$ cat src/design/ltcc_pkg.sv
`default_nettype none

package ltcc_pkg;

  // Configuration register file
  localparam int unsigned APB_DATA_W = 32;
  localparam int unsigned APB_ADDR_W = 3;
  localparam int unsigned CAP_W      = 5;
  localparam logic [CAP_W-1:0] CAP_RESET = 5'd16;

  // Register index, taken from paddr[2]
  localparam logic REG_CAPACITY = 1'b0;

  // Fixed field widths of the stream items
  localparam int unsigned KEY_FIELD_W  = 16;
  localparam int unsigned SLOT_FIELD_W = 4;
  localparam int unsigned OUT_DATA_W   = 24;

  // Input opcodes
  localparam logic OPC_LOOKUP = 1'b0;
  localparam logic OPC_CLEAR  = 1'b1;

  // What one processed item does to the stored entries
  typedef enum logic [2:0] {
    UPD_NONE  = 3'd0,
    UPD_CLEAR = 3'd1,
    UPD_HIT   = 3'd2,
    UPD_FILL  = 3'd3,
    UPD_EVICT = 3'd4
  } upd_e;

endpackage

`default_nettype wire

$ cat src/design/lru_tag_cache_controller_unit.sv
// Fully associative tag cache with least-recently-used replacement. Each input
// item is a lookup of a key (tuser 0) or a clear of all entries (tuser 1), and
// yields exactly one result item: hit flag, slot that now holds the key (on a
// miss the slot to fill), an evicted flag and the displaced key. A miss fills
// the lowest free slot while fewer entries than the capacity register are held,
// otherwise it reuses the slot of the least recent entry. The block accepts one
// item per clock cycle while the result side does not stall: an item passes the
// input register, then the tag compare, victim choice and rank update of all
// slots, combinationally, into the result register. The low five bits of the
// capacity register (address 0) read back as written; zero acts as one and
// values above NUM_SLOTS act as NUM_SLOTS. Clear the store after lowering it.
`default_nettype none

module lru_tag_cache_controller_unit #(
  parameter int unsigned NUM_SLOTS = 16,
  parameter int unsigned KEY_WIDTH = 16
) (
  input  wire logic                            clk_i,
  input  wire logic                            rst_ni,
  // s_axis_tdata_i: [15:0] key
  input  wire logic                            s_axis_tvalid_i,
  output logic                                 s_axis_tready_o,
  input  wire logic [15:0]                     s_axis_tdata_i,
  // s_axis_tuser_i: [0] opcode
  input  wire logic [0:0]                      s_axis_tuser_i,
  // m_axis_tdata_o: [0] hit, [4:1] slot, [5] evicted, [21:6] evicted_key, [23:22] zero
  output logic                                 m_axis_tvalid_o,
  input  wire logic                            m_axis_tready_i,
  output logic      [ltcc_pkg::OUT_DATA_W-1:0] m_axis_tdata_o,
  input  wire logic                            psel,
  input  wire logic                            penable,
  input  wire logic                            pwrite,
  input  wire logic [ltcc_pkg::APB_ADDR_W-1:0] paddr,
  input  wire logic [ltcc_pkg::APB_DATA_W-1:0] pwdata,
  output logic      [ltcc_pkg::APB_DATA_W-1:0] prdata,
  output logic                                 pready
);
  import ltcc_pkg::*;

  localparam int unsigned IW = (NUM_SLOTS > 1) ? $clog2(NUM_SLOTS) : 1;
  localparam int unsigned CW = $clog2(NUM_SLOTS+1);
  localparam int unsigned MW = (CW > CAP_W) ? CW : CAP_W;

  logic [CAP_W-1:0]       capacity;

  logic                   in_valid_q;
  logic                   in_op_q;
  logic [KEY_FIELD_W-1:0] in_key_q;
  logic                   fire;

  logic [KEY_WIDTH+KEY_FIELD_W-1:0] key_ext;
  logic [KEY_WIDTH-1:0]   key_tag;

  logic [NUM_SLOTS-1:0]   valid;
  logic [NUM_SLOTS-1:0]   match;
  logic [NUM_SLOTS-1:0]   victim;
  logic [KEY_WIDTH-1:0]   victim_tag;
  logic [CW-1:0]          count;

  logic [NUM_SLOTS-1:0]   hit_sel;
  logic [NUM_SLOTS-1:0]   free_sel;
  logic [MW-1:0]          cap_ext;
  logic [MW-1:0]          eff_cap;
  logic                   room;

  upd_e                   upd_kind;
  upd_e                   upd;
  logic [NUM_SLOTS-1:0]   sel;
  logic [IW-1:0]          pos;
  logic [IW+SLOT_FIELD_W-1:0]       pos_ext;
  logic [KEY_WIDTH+KEY_FIELD_W-1:0] ev_ext;

  logic                    res_hit, res_evicted;
  logic [SLOT_FIELD_W-1:0] res_slot;
  logic [KEY_FIELD_W-1:0]  res_ev_key;

  logic                    out_valid_q, out_valid_d;
  logic                    out_hit_q, out_evicted_q;
  logic [SLOT_FIELD_W-1:0] out_slot_q;
  logic [KEY_FIELD_W-1:0]  out_ev_key_q;

  ltcc_apb_regs u_regs (
    .clk_i      (clk_i),
    .rst_ni     (rst_ni),
    .psel       (psel),
    .penable    (penable),
    .pwrite     (pwrite),
    .paddr      (paddr),
    .pwdata     (pwdata),
    .prdata     (prdata),
    .pready     (pready),
    .capacity_o (capacity)
  );

  // Input register
  assign fire            = in_valid_q && (!out_valid_q || m_axis_tready_i);
  assign s_axis_tready_o = !in_valid_q || fire;

  always_ff @(posedge clk_i or negedge rst_ni) begin
    if (!rst_ni) begin
      in_valid_q <= 1'b0;
    end else if (s_axis_tready_o) begin
      in_valid_q <= s_axis_tvalid_i;
    end
  end

  always_ff @(posedge clk_i) begin
    if (s_axis_tvalid_i && s_axis_tready_o) begin
      in_op_q  <= s_axis_tuser_i[0];
      in_key_q <= s_axis_tdata_i;
    end
  end

  // Keep only the low KEY_WIDTH bits of the key
  assign key_ext = {{KEY_WIDTH{1'b0}}, in_key_q};
  assign key_tag = key_ext[KEY_WIDTH-1:0];

  ltcc_tag_store #(
    .NUM_SLOTS (NUM_SLOTS),
    .KEY_WIDTH (KEY_WIDTH)
  ) u_tags (
    .clk_i    (clk_i),
    .rst_ni   (rst_ni),
    .upd_i    (upd),
    .sel_i    (sel),
    .key_i    (key_tag),
    .rd_sel_i (victim),
    .valid_o  (valid),
    .match_o  (match),
    .rd_tag_o (victim_tag)
  );

  ltcc_recency #(
    .NUM_SLOTS (NUM_SLOTS)
  ) u_recency (
    .clk_i    (clk_i),
    .rst_ni   (rst_ni),
    .upd_i    (upd),
    .sel_i    (sel),
    .valid_i  (valid),
    .victim_o (victim),
    .count_o  (count)
  );

  // Lowest set bit of match, lowest clear bit of valid
  assign hit_sel  = match & (~match + NUM_SLOTS'(1));
  assign free_sel = ~valid & (valid + NUM_SLOTS'(1));

  assign cap_ext = MW'(capacity);
  always_comb begin
    if (cap_ext == '0) begin
      eff_cap = MW'(1);
    end else if (cap_ext > MW'(NUM_SLOTS)) begin
      eff_cap = MW'(NUM_SLOTS);
    end else begin
      eff_cap = cap_ext;
    end
  end
  assign room = MW'(count) < eff_cap;

  always_comb begin
    priority if (in_op_q == OPC_CLEAR) begin
      upd_kind = UPD_CLEAR;
      sel      = '0;
    end else if (|match) begin
      upd_kind = UPD_HIT;
      sel      = hit_sel;
    end else if (room) begin
      upd_kind = UPD_FILL;
      sel      = free_sel;
    end else begin
      upd_kind = UPD_EVICT;
      sel      = victim;
    end
  end

  assign upd = fire ? upd_kind : UPD_NONE;

  always_comb begin
    pos = '0;
    for (int i = 0; i < NUM_SLOTS; i++) begin
      if (sel[i]) begin
        pos = pos | IW'(i);
      end
    end
  end

  assign pos_ext     = {{SLOT_FIELD_W{1'b0}}, pos};
  assign ev_ext      = {{KEY_FIELD_W{1'b0}}, victim_tag};
  assign res_hit     = (upd_kind == UPD_HIT);
  assign res_evicted = (upd_kind == UPD_EVICT);
  assign res_slot    = (upd_kind == UPD_CLEAR) ? '0 : pos_ext[SLOT_FIELD_W-1:0];
  assign res_ev_key  = res_evicted ? ev_ext[KEY_FIELD_W-1:0] : '0;

  // Result register
  always_comb begin
    out_valid_d = out_valid_q;
    if (fire) begin
      out_valid_d = 1'b1;
    end else if (m_axis_tready_i) begin
      out_valid_d = 1'b0;
    end
  end

  always_ff @(posedge clk_i or negedge rst_ni) begin
    if (!rst_ni) begin
      out_valid_q <= 1'b0;
    end else begin
      out_valid_q <= out_valid_d;
    end
  end

  always_ff @(posedge clk_i) begin
    if (fire) begin
      out_hit_q     <= res_hit;
      out_evicted_q <= res_evicted;
      out_slot_q    <= res_slot;
      out_ev_key_q  <= res_ev_key;
    end
  end

  assign m_axis_tvalid_o = out_valid_q;
  assign m_axis_tdata_o  = {2'b00, out_ev_key_q, out_evicted_q, out_slot_q, out_hit_q};

  // Entry count tracks the valid bits
  a_count_matches_valid: assert property (
    @(posedge clk_i) disable iff (!rst_ni)
    $countones(valid) == int'(count)
  ) else $error("entry count differs from number of valid entries");

  // A lookup touches exactly one slot
  a_lookup_onehot: assert property (
    @(posedge clk_i) disable iff (!rst_ni)
    (fire && (upd_kind != UPD_CLEAR)) |-> $onehot(sel)
  ) else $error("lookup does not select exactly one slot");

  // A clear leaves no valid entry behind
  a_clear_empties: assert property (
    @(posedge clk_i) disable iff (!rst_ni)
    (fire && (upd_kind == UPD_CLEAR)) |=> (valid == '0) && (count == '0)
  ) else $error("entries remain valid after clear");

  // A result is never both a hit and an eviction
  a_hit_excl_evict: assert property (
    @(posedge clk_i) disable iff (!rst_ni)
    out_valid_q |-> !(out_hit_q && out_evicted_q)
  ) else $error("result flags hit and eviction together");

endmodule

`default_nettype wire

$ cat src/design/ltcc_apb_regs.sv
`default_nettype none

module ltcc_apb_regs (
  input  wire logic                            clk_i,
  input  wire logic                            rst_ni,
  input  wire logic                            psel,
  input  wire logic                            penable,
  input  wire logic                            pwrite,
  input  wire logic [ltcc_pkg::APB_ADDR_W-1:0] paddr,
  input  wire logic [ltcc_pkg::APB_DATA_W-1:0] pwdata,
  output logic      [ltcc_pkg::APB_DATA_W-1:0] prdata,
  output logic                                 pready,
  output logic      [ltcc_pkg::CAP_W-1:0]      capacity_o
);
  import ltcc_pkg::*;

  logic [CAP_W-1:0] capacity_q, capacity_d;
  logic             wr_en;

  assign pready = 1'b1;
  assign wr_en  = psel && penable && pwrite && pready && (paddr[2] == REG_CAPACITY);

  always_comb begin
    capacity_d = capacity_q;
    if (wr_en) begin
      capacity_d = pwdata[CAP_W-1:0];
    end
  end

  always_ff @(posedge clk_i or negedge rst_ni) begin
    if (!rst_ni) begin
      capacity_q <= CAP_RESET;
    end else begin
      capacity_q <= capacity_d;
    end
  end

  always_comb begin
    prdata = '0;
    if (paddr[2] == REG_CAPACITY) begin
      prdata = {{(APB_DATA_W-CAP_W){1'b0}}, capacity_q};
    end
  end

  assign capacity_o = capacity_q;

endmodule

`default_nettype wire

$ cat src/design/ltcc_tag_store.sv
`default_nettype none

module ltcc_tag_store #(
  parameter int unsigned NUM_SLOTS = 16,
  parameter int unsigned KEY_WIDTH = 16
) (
  input  wire logic                  clk_i,
  input  wire logic                  rst_ni,
  input  wire ltcc_pkg::upd_e        upd_i,
  input  wire logic [NUM_SLOTS-1:0]  sel_i,
  input  wire logic [KEY_WIDTH-1:0]  key_i,
  input  wire logic [NUM_SLOTS-1:0]  rd_sel_i,
  output logic      [NUM_SLOTS-1:0]  valid_o,
  output logic      [NUM_SLOTS-1:0]  match_o,
  output logic      [KEY_WIDTH-1:0]  rd_tag_o
);
  import ltcc_pkg::*;

  logic [KEY_WIDTH-1:0] tag_q [NUM_SLOTS];
  logic [NUM_SLOTS-1:0] valid_q, valid_d;
  logic                 tag_we;

  assign tag_we = (upd_i == UPD_FILL) || (upd_i == UPD_EVICT);

  always_comb begin
    valid_d = valid_q;
    if (upd_i == UPD_CLEAR) begin
      valid_d = '0;
    end else if (upd_i == UPD_FILL) begin
      valid_d = valid_q | sel_i;
    end
  end

  always_ff @(posedge clk_i or negedge rst_ni) begin
    if (!rst_ni) begin
      valid_q <= '0;
    end else begin
      valid_q <= valid_d;
    end
  end

  // Tags are payload: only entries with a valid bit are ever looked at
  always_ff @(posedge clk_i) begin
    for (int i = 0; i < NUM_SLOTS; i++) begin
      if (tag_we && sel_i[i]) begin
        tag_q[i] <= key_i;
      end
    end
  end

  always_comb begin
    rd_tag_o = '0;
    for (int i = 0; i < NUM_SLOTS; i++) begin
      match_o[i] = valid_q[i] && (tag_q[i] == key_i);
      if (rd_sel_i[i]) begin
        rd_tag_o = rd_tag_o | tag_q[i];
      end
    end
  end

  assign valid_o = valid_q;

endmodule

`default_nettype wire

$ cat src/design/ltcc_recency.sv
`default_nettype none

module ltcc_recency #(
  parameter int unsigned NUM_SLOTS = 16
) (
  input  wire logic                          clk_i,
  input  wire logic                          rst_ni,
  input  wire ltcc_pkg::upd_e                upd_i,
  input  wire logic [NUM_SLOTS-1:0]          sel_i,
  input  wire logic [NUM_SLOTS-1:0]          valid_i,
  output logic      [NUM_SLOTS-1:0]          victim_o,
  output logic      [$clog2(NUM_SLOTS+1)-1:0] count_o
);
  import ltcc_pkg::*;

  localparam int unsigned RW = (NUM_SLOTS > 1) ? $clog2(NUM_SLOTS) : 1;
  localparam int unsigned CW = $clog2(NUM_SLOTS+1);

  logic [RW-1:0]        rank_q [NUM_SLOTS];
  logic [RW-1:0]        rank_d [NUM_SLOTS];
  logic [CW-1:0]        count_q, count_d;
  logic [CW-1:0]        count_m1;
  logic [RW-1:0]        sel_rank;
  logic [NUM_SLOTS-1:0] oldest;

  // Valid ranks always form 0 .. count-1, so the oldest entry is rank count-1
  assign count_m1 = count_q - CW'(1);

  always_comb begin
    sel_rank = '0;
    for (int i = 0; i < NUM_SLOTS; i++) begin
      oldest[i] = valid_i[i] && (rank_q[i] == count_m1[RW-1:0]);
      if (sel_i[i]) begin
        sel_rank = sel_rank | rank_q[i];
      end
    end
  end

  assign victim_o = oldest & (~oldest + NUM_SLOTS'(1));

  always_comb begin
    count_d = count_q;
    for (int i = 0; i < NUM_SLOTS; i++) begin
      rank_d[i] = rank_q[i];
    end
    unique case (upd_i)
      UPD_CLEAR: begin
        count_d = '0;
        for (int i = 0; i < NUM_SLOTS; i++) begin
          rank_d[i] = '0;
        end
      end
      UPD_FILL: begin
        count_d = count_q + CW'(1);
        for (int i = 0; i < NUM_SLOTS; i++) begin
          if (sel_i[i]) begin
            rank_d[i] = '0;
          end else if (valid_i[i]) begin
            rank_d[i] = rank_q[i] + RW'(1);
          end
        end
      end
      UPD_HIT, UPD_EVICT: begin
        // age everything more recent than the touched entry
        for (int i = 0; i < NUM_SLOTS; i++) begin
          if (sel_i[i]) begin
            rank_d[i] = '0;
          end else if (valid_i[i] && (rank_q[i] < sel_rank)) begin
            rank_d[i] = rank_q[i] + RW'(1);
          end
        end
      end
      default: begin
      end
    endcase
  end

  always_ff @(posedge clk_i or negedge rst_ni) begin
    if (!rst_ni) begin
      count_q <= '0;
      for (int i = 0; i < NUM_SLOTS; i++) begin
        rank_q[i] <= '0;
      end
    end else begin
      count_q <= count_d;
      for (int i = 0; i < NUM_SLOTS; i++) begin
        rank_q[i] <= rank_d[i];
      end
    end
  end

  assign count_o = count_q;

endmodule

`default_nettype wire

$ cat config.mk
export PLATFORM = sky130hd
export DESIGN_NAME = lru_tag_cache_controller_unit
export DESIGN_NICKNAME = d
export VERILOG_FILES = /design/src/design/ltcc_pkg.sv /design/src/design/lru_tag_cache_controller_unit.sv /design/src/design/ltcc_apb_regs.sv /design/src/design/ltcc_tag_store.sv /design/src/design/ltcc_recency.sv
export SDC_FILE = /design/constraint.sdc
export NUM_CORES = 1
export LEC_CHECK = 0
export BUFFER_PORTS_ARGS = -buffer_cell sky130_fd_sc_hd__clkbuf_2
export CAP_MARGIN = 20
export CORE_MARGIN = 5
export CORE_UTILIZATION = 55
export CTS_BUF_LIST = sky130_fd_sc_hd__clkbuf_8
export DETAILED_ROUTE_END_ITERATION = 8
export PLACE_DENSITY = 0.73
export SLEW_MARGIN = 20
export SYNTH_ARGS = -nofsm -noshare
export SYNTH_HDL_FRONTEND = slang
export SYNTH_HIERARCHICAL = 1
export SYNTH_SLANG_ARGS = --single-unit
$ cat constraint.sdc
create_clock -name clk_i -period 12 [get_ports clk_i]
set_input_delay 1.2 -clock clk_i [delete_from_list [all_inputs] [get_ports clk_i]]
set_output_delay 1.2 -clock clk_i [all_outputs]
set_load 0.02 [all_outputs]
# == Yosys cells after proc, flatten, opt, wreduce, memory -nomap -nowiden ==
# Memories as Yosys holds them, arrays and structs flattened.
# Index checks and enable logic that the tools add are counted.
# totals
ff_bits,131
ram_bits,256
input_bits,59
output_inout_bits,59
word_cells,491
mem_count,1
# mem_list
name,words,word_bits,rd,rd_clocked_by_memory_dff,wr,line,rtl
u_tags.tag_q,16,16,16,0,1,ltcc_tag_store.sv:19,logic [KEY_WIDTH-1:0] tag_q [NUM_SLOTS];
# classes
n_addsub,21
n_lt_le_gt_ge,18
eq_ne,71
n_mux,204
bitwise_logic,38
n_reduce_logical,111
# op_table
op,count
$mux 16,36
$mux 4,103
$eq 16x16->1,16
$or 16x16->16,16
$reduce_or 16->1,16
$pmux 64 s3,1
$logic_and 1x1->1,69
$add 4x1->4 const B,16
$eq 4x4->1,16
$lt 4x4->1,16
$or 4x4->4,15
$mux 1,50
$add 16x1->16 const B,3
$and 16x16->16,3
$ne 3x2->1 const B,16
$ne 3x3->1 const B,16
$not 16->16,3
$reduce_and 3->1,16
$mux 3,8
$mux 5,3
$pmux 5 s2,1
$eq 3x2->1 const B,3
$eq 3x1->1 const B,2
$eq 3x3->1 const B,2
12 further kinds,17

# == Longest topological paths before layout ==
# depth
word_depth,45
depth_mapped,25

# == Modules after synthesis ==
# Netlist, hierarchy kept.
# by_module_without_submodules
mod,instances,cells_each,area_each_um2
ltcc_tag_store,1,891,12792.3
ltcc_recency,1,844,6921.6
lru_tag_cache_controller_unit,1,218,2441.1
ltcc_apb_regs,1,46,467.9

# == Worst setup path after synthesis ==
# OpenSTA, ideal clock, no wires.
# synth_timing
path_kind,reg-to-reg
from,register u_recency.count_q[0] (netlist: u_recency/count_o[0])
to,register u_recency/rank_q[47] (netlist name)
arrival_ns,5.834
required_time_ns,11.870
slack_ns,6.036
stages_incl_launch_ff,25
n_path_buf,3
cell_sequence,dfrtp_1 > buf_2 > buf_1 > inv_1 > ha_1 > clkbuf_1 > xor2_1 > nand3_1 > nor3b_1 > nor4_4 > nand4_4 > nor3_1 > a221o_1 > o211a_2 > a22o_1 > a221oi_1 > nand3_1 > nor2_1 > ha_1 > a21oi_1 > o21ai_0 > o311ai_0 > a31oi_1 > o21ai_0 > o31ai_1
# synth_via
elab_cells_between_ends,89
cone_classes,2 x add/sub; 2 x order compare; 22 x eq/ne; 26 x mux; 17 x bitwise; 20 x reduce/logical
# synth_lines
element,line,rtl
start: declaration,ltcc_recency.sv:21,"logic [CW-1:0] count_q, count_d;"
start signal: assignment,ltcc_recency.sv:85,count_q <= count_d;
$sub 4x1->4 (*),ltcc_recency.sv:27,assign count_m1 = count_q - CW'(1);
$eq 4x4->1,ltcc_recency.sv:32,oldest[i] = valid_i[i] && (rank_q[i] == count_m1[RW-1:0]);
$logic_and 1x1->1,ltcc_recency.sv:32,
$not 16->16,ltcc_recency.sv:39,assign victim_o = oldest & (~oldest + NUM_SLOTS'(1));
$add 16x1->16,ltcc_recency.sv:39,
$and 16x16->16 (*),ltcc_recency.sv:39,
net victim[10],lru_tag_cache_controller_unit.sv:56,logic [NUM_SLOTS-1:0] victim;
$mux 16 (*),lru_tag_cache_controller_unit.sv:168,end else if (room) begin
[2 not listed],-,
net sel[10],lru_tag_cache_controller_unit.sv:68,logic [NUM_SLOTS-1:0] sel;
[7 not listed],-,
$or 4x4->4,ltcc_recency.sv:34,sel_rank = sel_rank | rank_q[i];
$mux 4 (*),ltcc_recency.sv:33,if (sel_i[i]) begin
$or 4x4->4,ltcc_recency.sv:34,
$mux 4 (*),ltcc_recency.sv:33,
$lt 4x4->1 (*),ltcc_recency.sv:68,end else if (valid_i[i] && (rank_q[i] < sel_rank)) begin
$logic_and 1x1->1 (*),ltcc_recency.sv:68,
$ne 3x2->1 (no line) (*),-,
$reduce_and 3->1 (no line) (*),-,
end signal: indexed assignment,ltcc_recency.sv:87,rank_q[i] <= rank_d[i];
end: declaration,ltcc_recency.sv:19,logic [RW-1:0] rank_q [NUM_SLOTS];
# The timed path passes the listed nets; every way through them passes the cells marked *.
# A chain may end at the register's enable or synchronous reset.

# == Worst setup path after layout ==
# layout_timing
from,register u_recency.count_q[0] (netlist: u_recency/count_o[0])
to,register u_recency/rank_q[46] (netlist name)
# layout_via
elab_cells_between_ends,89
cone_classes,2 x add/sub; 2 x order compare; 22 x eq/ne; 26 x mux; 17 x bitwise; 20 x reduce/logical
# layout_lines
element,line
$sub 4x1->4 (*),ltcc_recency.sv:27
$eq 4x4->1,ltcc_recency.sv:32
$logic_and 1x1->1,ltcc_recency.sv:32
$not 16->16,ltcc_recency.sv:39
$add 16x1->16,ltcc_recency.sv:39
$and 16x16->16 (*),ltcc_recency.sv:39
net victim[14],lru_tag_cache_controller_unit.sv:56
$mux 16 (*),lru_tag_cache_controller_unit.sv:168
[2 not listed],-
net sel[14],lru_tag_cache_controller_unit.sv:68
$mux 4 (*),ltcc_recency.sv:33
$or 4x4->4,ltcc_recency.sv:34
$mux 4 (*),ltcc_recency.sv:33
$lt 4x4->1 (*),ltcc_recency.sv:68
$logic_and 1x1->1 (*),ltcc_recency.sv:68
$ne 3x2->1 (no line) (*),-
$reduce_and 3->1 (no line) (*),-
# Marks and branches as above.

==> out/qor.tcl <==
set qor(leakage_nw) 9.215
set qor(layout_common_cells) {295 x sky130_fd_sc_hd__edfxtp_1, 220 x sky130_fd_sc_hd__xnor2_1, 132 x sky130_fd_sc_hd__o21ai_0, 97 x sky130_fd_sc_hd__xor2_1, 91 x sky130_fd_sc_hd__dfrtp_1}
set qor(fin_nets) 2191
set qor(count_of_flip_flops_with_a_built_in_enable_after_synthesis) 295
set qor(fillCellCount) 3274
set qor(die_w_microns) 212.8
set qor(cts_resized) 0
set qor(final_common_cell) {sky130_fd_sc_hd__edfxtp_1}
set qor(clock_power_share) 0.378
set qor(post_synth_num_cell_types) 77
set qor(finalCriticalPeriod_ns) 7.767
set qor(clk_latency_worst_skew_pair_ns) 0.64
set qor(detail_route.first_pass.iterations) 6
set qor(grt_max_degree) 67
set qor(grt_use_total) 0.2996
set qor(dieArea_sq_um) 45290
set qor(die-height_microns) 212.8
set qor(clock_sink_count) 387
set qor(crit_path_start) {u_recency/count_o[0]$_DFFE_PN0P_}
set qor(hpwlAfterDp_mm) 47.49
set qor(antenna_cells_inserted) 0
set qor(path_max_fanout) 22
set qor(synth_seq_area_share) 0.4934
set qor(crit_path_start_kind) {flop}
set qor(clock_tree.buffer_depth) 3
set qor(worstReg2RegStart) {u_recency/count_o[0]$_DFFE_PN0P_}
set qor(finalMaxSlewViolations) 0
set qor(crit-reg2reg-capture) {u_recency/rank_q[46]$_DFFE_PN0P_}
set qor(post_cts_hold_buffer_count) 0
set qor(number_of_global_route_vias_before_repair) 16890
set qor(final.setup_skew_ns) 0.03534
set qor(max_cap_violations) 0
set qor(cell_internal_power_mw) 2.243
set qor(p_per_area_nw_per_um2) 128.6
set qor(maxSlewHeadroom) 0.2187
set qor(p_seq_frac) 0.473
set qor(async_reset_ff_frac) 0.2377
set qor(setup_fix_buffers_added_after_clock_tree_synthesis) 0
set qor(critical_path.endpoint_type) {flop}
set qor(power.ir.vdd_worst_mv) 0.06147
set qor(finalHoldViolations) 0
set qor(finalSetupTns_ns) 0
set qor(root_buffer) {sky130_fd_sc_hd__clkbuf_8}
set qor(worst-endpoint-required_ns) 12.49
set qor(area_growth_syn_to_layout_pct) 9.181
set qor(number_of_design_rule_violations_left_by_the_first_detailed_router_iteration) 2507
set qor(ys_warn_count) 6
set qor(synthCells) 1999
set qor(critical_path_arrival_ns) 8.26
set qor(netSwitchingPower_mw) 0.9345
set qor(htree_levels) 3
set qor(ys.flop_type) {sky130_fd_sc_hd__edfxtp_1}
set qor(fmax_mhz) 128.7
set qor(cts_tree) {built}
set qor(finalWirelength_mm) 68.75
set qor(final_antenna_net_count) 0
set qor(placementRows) 74
set qor(top_level_ports) 118
set qor(placement.io_buffers) 58
set qor(layout-drive-gt1-share) 0.1227
set qor(post_synth_instance_area_sq_um) 22620
set qor(routed-via-count) 17640
set qor(synth_seq_cells) 387
set qor(worst_setup_hold_path_clk_slew_ns) 0.06
set qor(floorplan.initialDensity) 0.5553
set qor(setup.reg_to_reg.worst_slack_ns) 4.23
set qor(max_slew.worst_pin.slew_ns) 1.172
set qor(gp_congestion) 0.9601
set qor(routedWlPerCell_microns) 25.93
set qor(grt_first_pass_wirelength_mm) 103.4
set qor(r2r.worst_path.cells) 23
set qor(cts_buffers) 71
set qor(drt-vias-per-instance) 6.655
set qor(final.period_utilization) 0.6473
set qor(timing.final.setup_violations) 0
set qor(grt_setup_unrepaired) {false}
set qor(coreArea_sq_um) 40740
set qor(overflow) 0
set qor(power.combinational.fraction) 0.148
set qor(status) {completed}
set qor(antenna_violations_before_repair) 0
set qor(path_class) {reg -> reg}
set qor(power.switching_fraction) 0.2941
set qor(remaining_drc_errors) 0
set qor(syn-mean-instance-area_sq_um) 11.32
set qor(design_power_total_mw) 3.177
set qor(hold_class) {in -> async}
layer usage:
layer,global-route usage,vias to the layer above,wire length (microns)
li1,-,7599,-
met1,0.4352,8644,27860
met2,0.4368,1241,29140
met3,0.09124,159,9883
met4,0.08983,0,1863
met5,0,-,0
sequential cells by signal (all words and copies together), names as in the netlist:
signal / cells
u_tags/tag_q: 256
u_recency/rank_q: 64
in_key_q: 16
out_ev_key_q: 16
u_tags/valid_o: 16
u_recency/count_o: 5
u_regs/capacity_o: 5
out_slot_q: 4
in_op_q: 1
in_valid_q: 1
m_axis_tvalid_o: 1
out_evicted_q: 1
out_hit_q: 1
critical path, stage by stage (launching register included):
cell and delay, ns:
sky130_fd_sc_hd__dfrtp_1 0.32, sky130_fd_sc_hd__buf_4 0.36, sky130_fd_sc_hd__inv_1 0.11, sky130_fd_sc_hd__ha_1 0.99, sky130_fd_sc_hd__xor2_1 0.19, sky130_fd_sc_hd__nand3_1 0.10
sky130_fd_sc_hd__nor3b_1 0.74, sky130_fd_sc_hd__nor4_4 0.14, sky130_fd_sc_hd__nand4_4 0.25, sky130_fd_sc_hd__nor4_4 0.08, sky130_fd_sc_hd__buf_4 0.24, sky130_fd_sc_hd__a21o_1 0.18
sky130_fd_sc_hd__o211a_1 0.48, sky130_fd_sc_hd__a22o_1 0.31, sky130_fd_sc_hd__a221oi_1 0.37, sky130_fd_sc_hd__nand3_1 0.21, sky130_fd_sc_hd__nor2_1 0.69, sky130_fd_sc_hd__buf_4 0.33
sky130_fd_sc_hd__ha_1 0.25, sky130_fd_sc_hd__and3_1 0.20, sky130_fd_sc_hd__o311ai_0 0.50, sky130_fd_sc_hd__a31oi_1 0.15, sky130_fd_sc_hd__o21ai_0 0.29, sky130_fd_sc_hd__o21ai_0 0.13
stage by stage:
step	setup WS [ns]	hold WS (ns)	area, sq um	util	std cells
2_1_floorplan	6.036	0.4569	22720	-	2026
3_3_place_gp	4.567	0.4735	23350	0.5732	2521
3_5_place_dp	4.453	0.4875	23350	0.5732	2521
4_1_cts	4.433	0.4657	24680	0.6058	2651
5_1_grt	3.852	0.4966	24700	0.6063	2651
6_report	4.233	0.4912	24700	0.6063	2651
power by group through the flow:
stage	Combinational (mW)	Clock (mW)	Sequential, mW
detailed placement	0.459	0	1.53
floorplan	0.328	0	1.53
finish	0.471	1.20	1.50
global route	0.507	1.29	1.51
CTS	0.462	1.22	1.50
global placement	0.446	0	1.53
layout make-up:
cell class	count	area, sq um	share of cell area
well taps	532	665.6	0.02695
inverters	46	172.7	0.006991
repair buffers	111	690.7	0.02796
flip-flops and latches	387	11160	0.4519
clock buffers	75	1032	0.04179
clock inverters	55	299.0	0.01211
multi-input cells	1445	10680	0.4323
logic make-up (layout without fill, tap and decap cells):
| logic type | after synthesis | after routing | share of synthesized area |
|---|---|---|---|
| xor gates and xnor gates | 324 | 324 | 0.1288 |
| buffers and inverters | 194 | 287 | 0.04447 |
| and+or+nand+nor | 529 | 529 | 0.1384 |
| adders and majority gates | 70 | 70 | 0.03871 |
| AOI/OAI and AO/OA | 465 | 465 | 0.1435 |
| DFF | 387 | 387 | 0.4934 |
| other | 3 | 30 | 0.0004977 |
| muxes | 27 | 27 | 0.01228 |
cell usage after synthesis, types with 16 or more instances:
cell type                  count  area, sq um
sky130_fd_sc_hd__and2_1       53        331.6
sky130_fd_sc_hd__nand4_1      76        475.5
sky130_fd_sc_hd__a31oi_1      31        193.9
sky130_fd_sc_hd__buf_2        32        160.2
sky130_fd_sc_hd__nand3_1      35        175.2
sky130_fd_sc_hd__a221oi_1     70        613.1
sky130_fd_sc_hd__o21ai_0     133        665.6
sky130_fd_sc_hd__mux2i_1      21        210.2
sky130_fd_sc_hd__nand2_1      72        270.3
sky130_fd_sc_hd__nand2b_1     37        231.5
sky130_fd_sc_hd__nor2b_1      24        150.1
sky130_fd_sc_hd__dfrtp_1      91         2277
sky130_fd_sc_hd__a22oi_1      25        187.7
sky130_fd_sc_hd__nor2_1       78        292.8
sky130_fd_sc_hd__and3_1       21        131.4
sky130_fd_sc_hd__xor2_1       98        858.3
sky130_fd_sc_hd__nor4_1       33        206.5
sky130_fd_sc_hd__ha_1         70        875.8
sky130_fd_sc_hd__inv_1        46        172.7
sky130_fd_sc_hd__o311ai_0     16        140.1
sky130_fd_sc_hd__nor3_1       29        145.1
sky130_fd_sc_hd__edfxtp_1    295         8859
sky130_fd_sc_hd__clkbuf_1     70        262.8
sky130_fd_sc_hd__xnor2_1     220         1927
sky130_fd_sc_hd__o31ai_1      16        120.1
sky130_fd_sc_hd__buf_4        32        240.2
sky130_fd_sc_hd__a21oi_1      59        295.3
sky130_fd_sc_hd__a22o_1       70        613.1
worst max path at each step:
| stage | end | depth (start not counted) |
|---|---|---|
| 6_report | u_recency/rank_q[46]$_DFFE_PN0P_ | 23 |
| 5_1_grt | u_recency/rank_q[7]$_DFFE_PN0P_ | 24 |
| 4_1_cts | u_recency/rank_q[46]$_DFFE_PN0P_ | 23 |
| 3_5_place_dp | u_recency/rank_q[46]$_DFFE_PN0P_ | 23 |
| 3_3_place_gp | u_recency/rank_q[35]$_DFFE_PN0P_ | 23 |
| 2_1_floorplan | u_recency/rank_q[47]$_DFFE_PN0P_ | 24 |
Note: power is estimated with default switching activity, not from simulation.
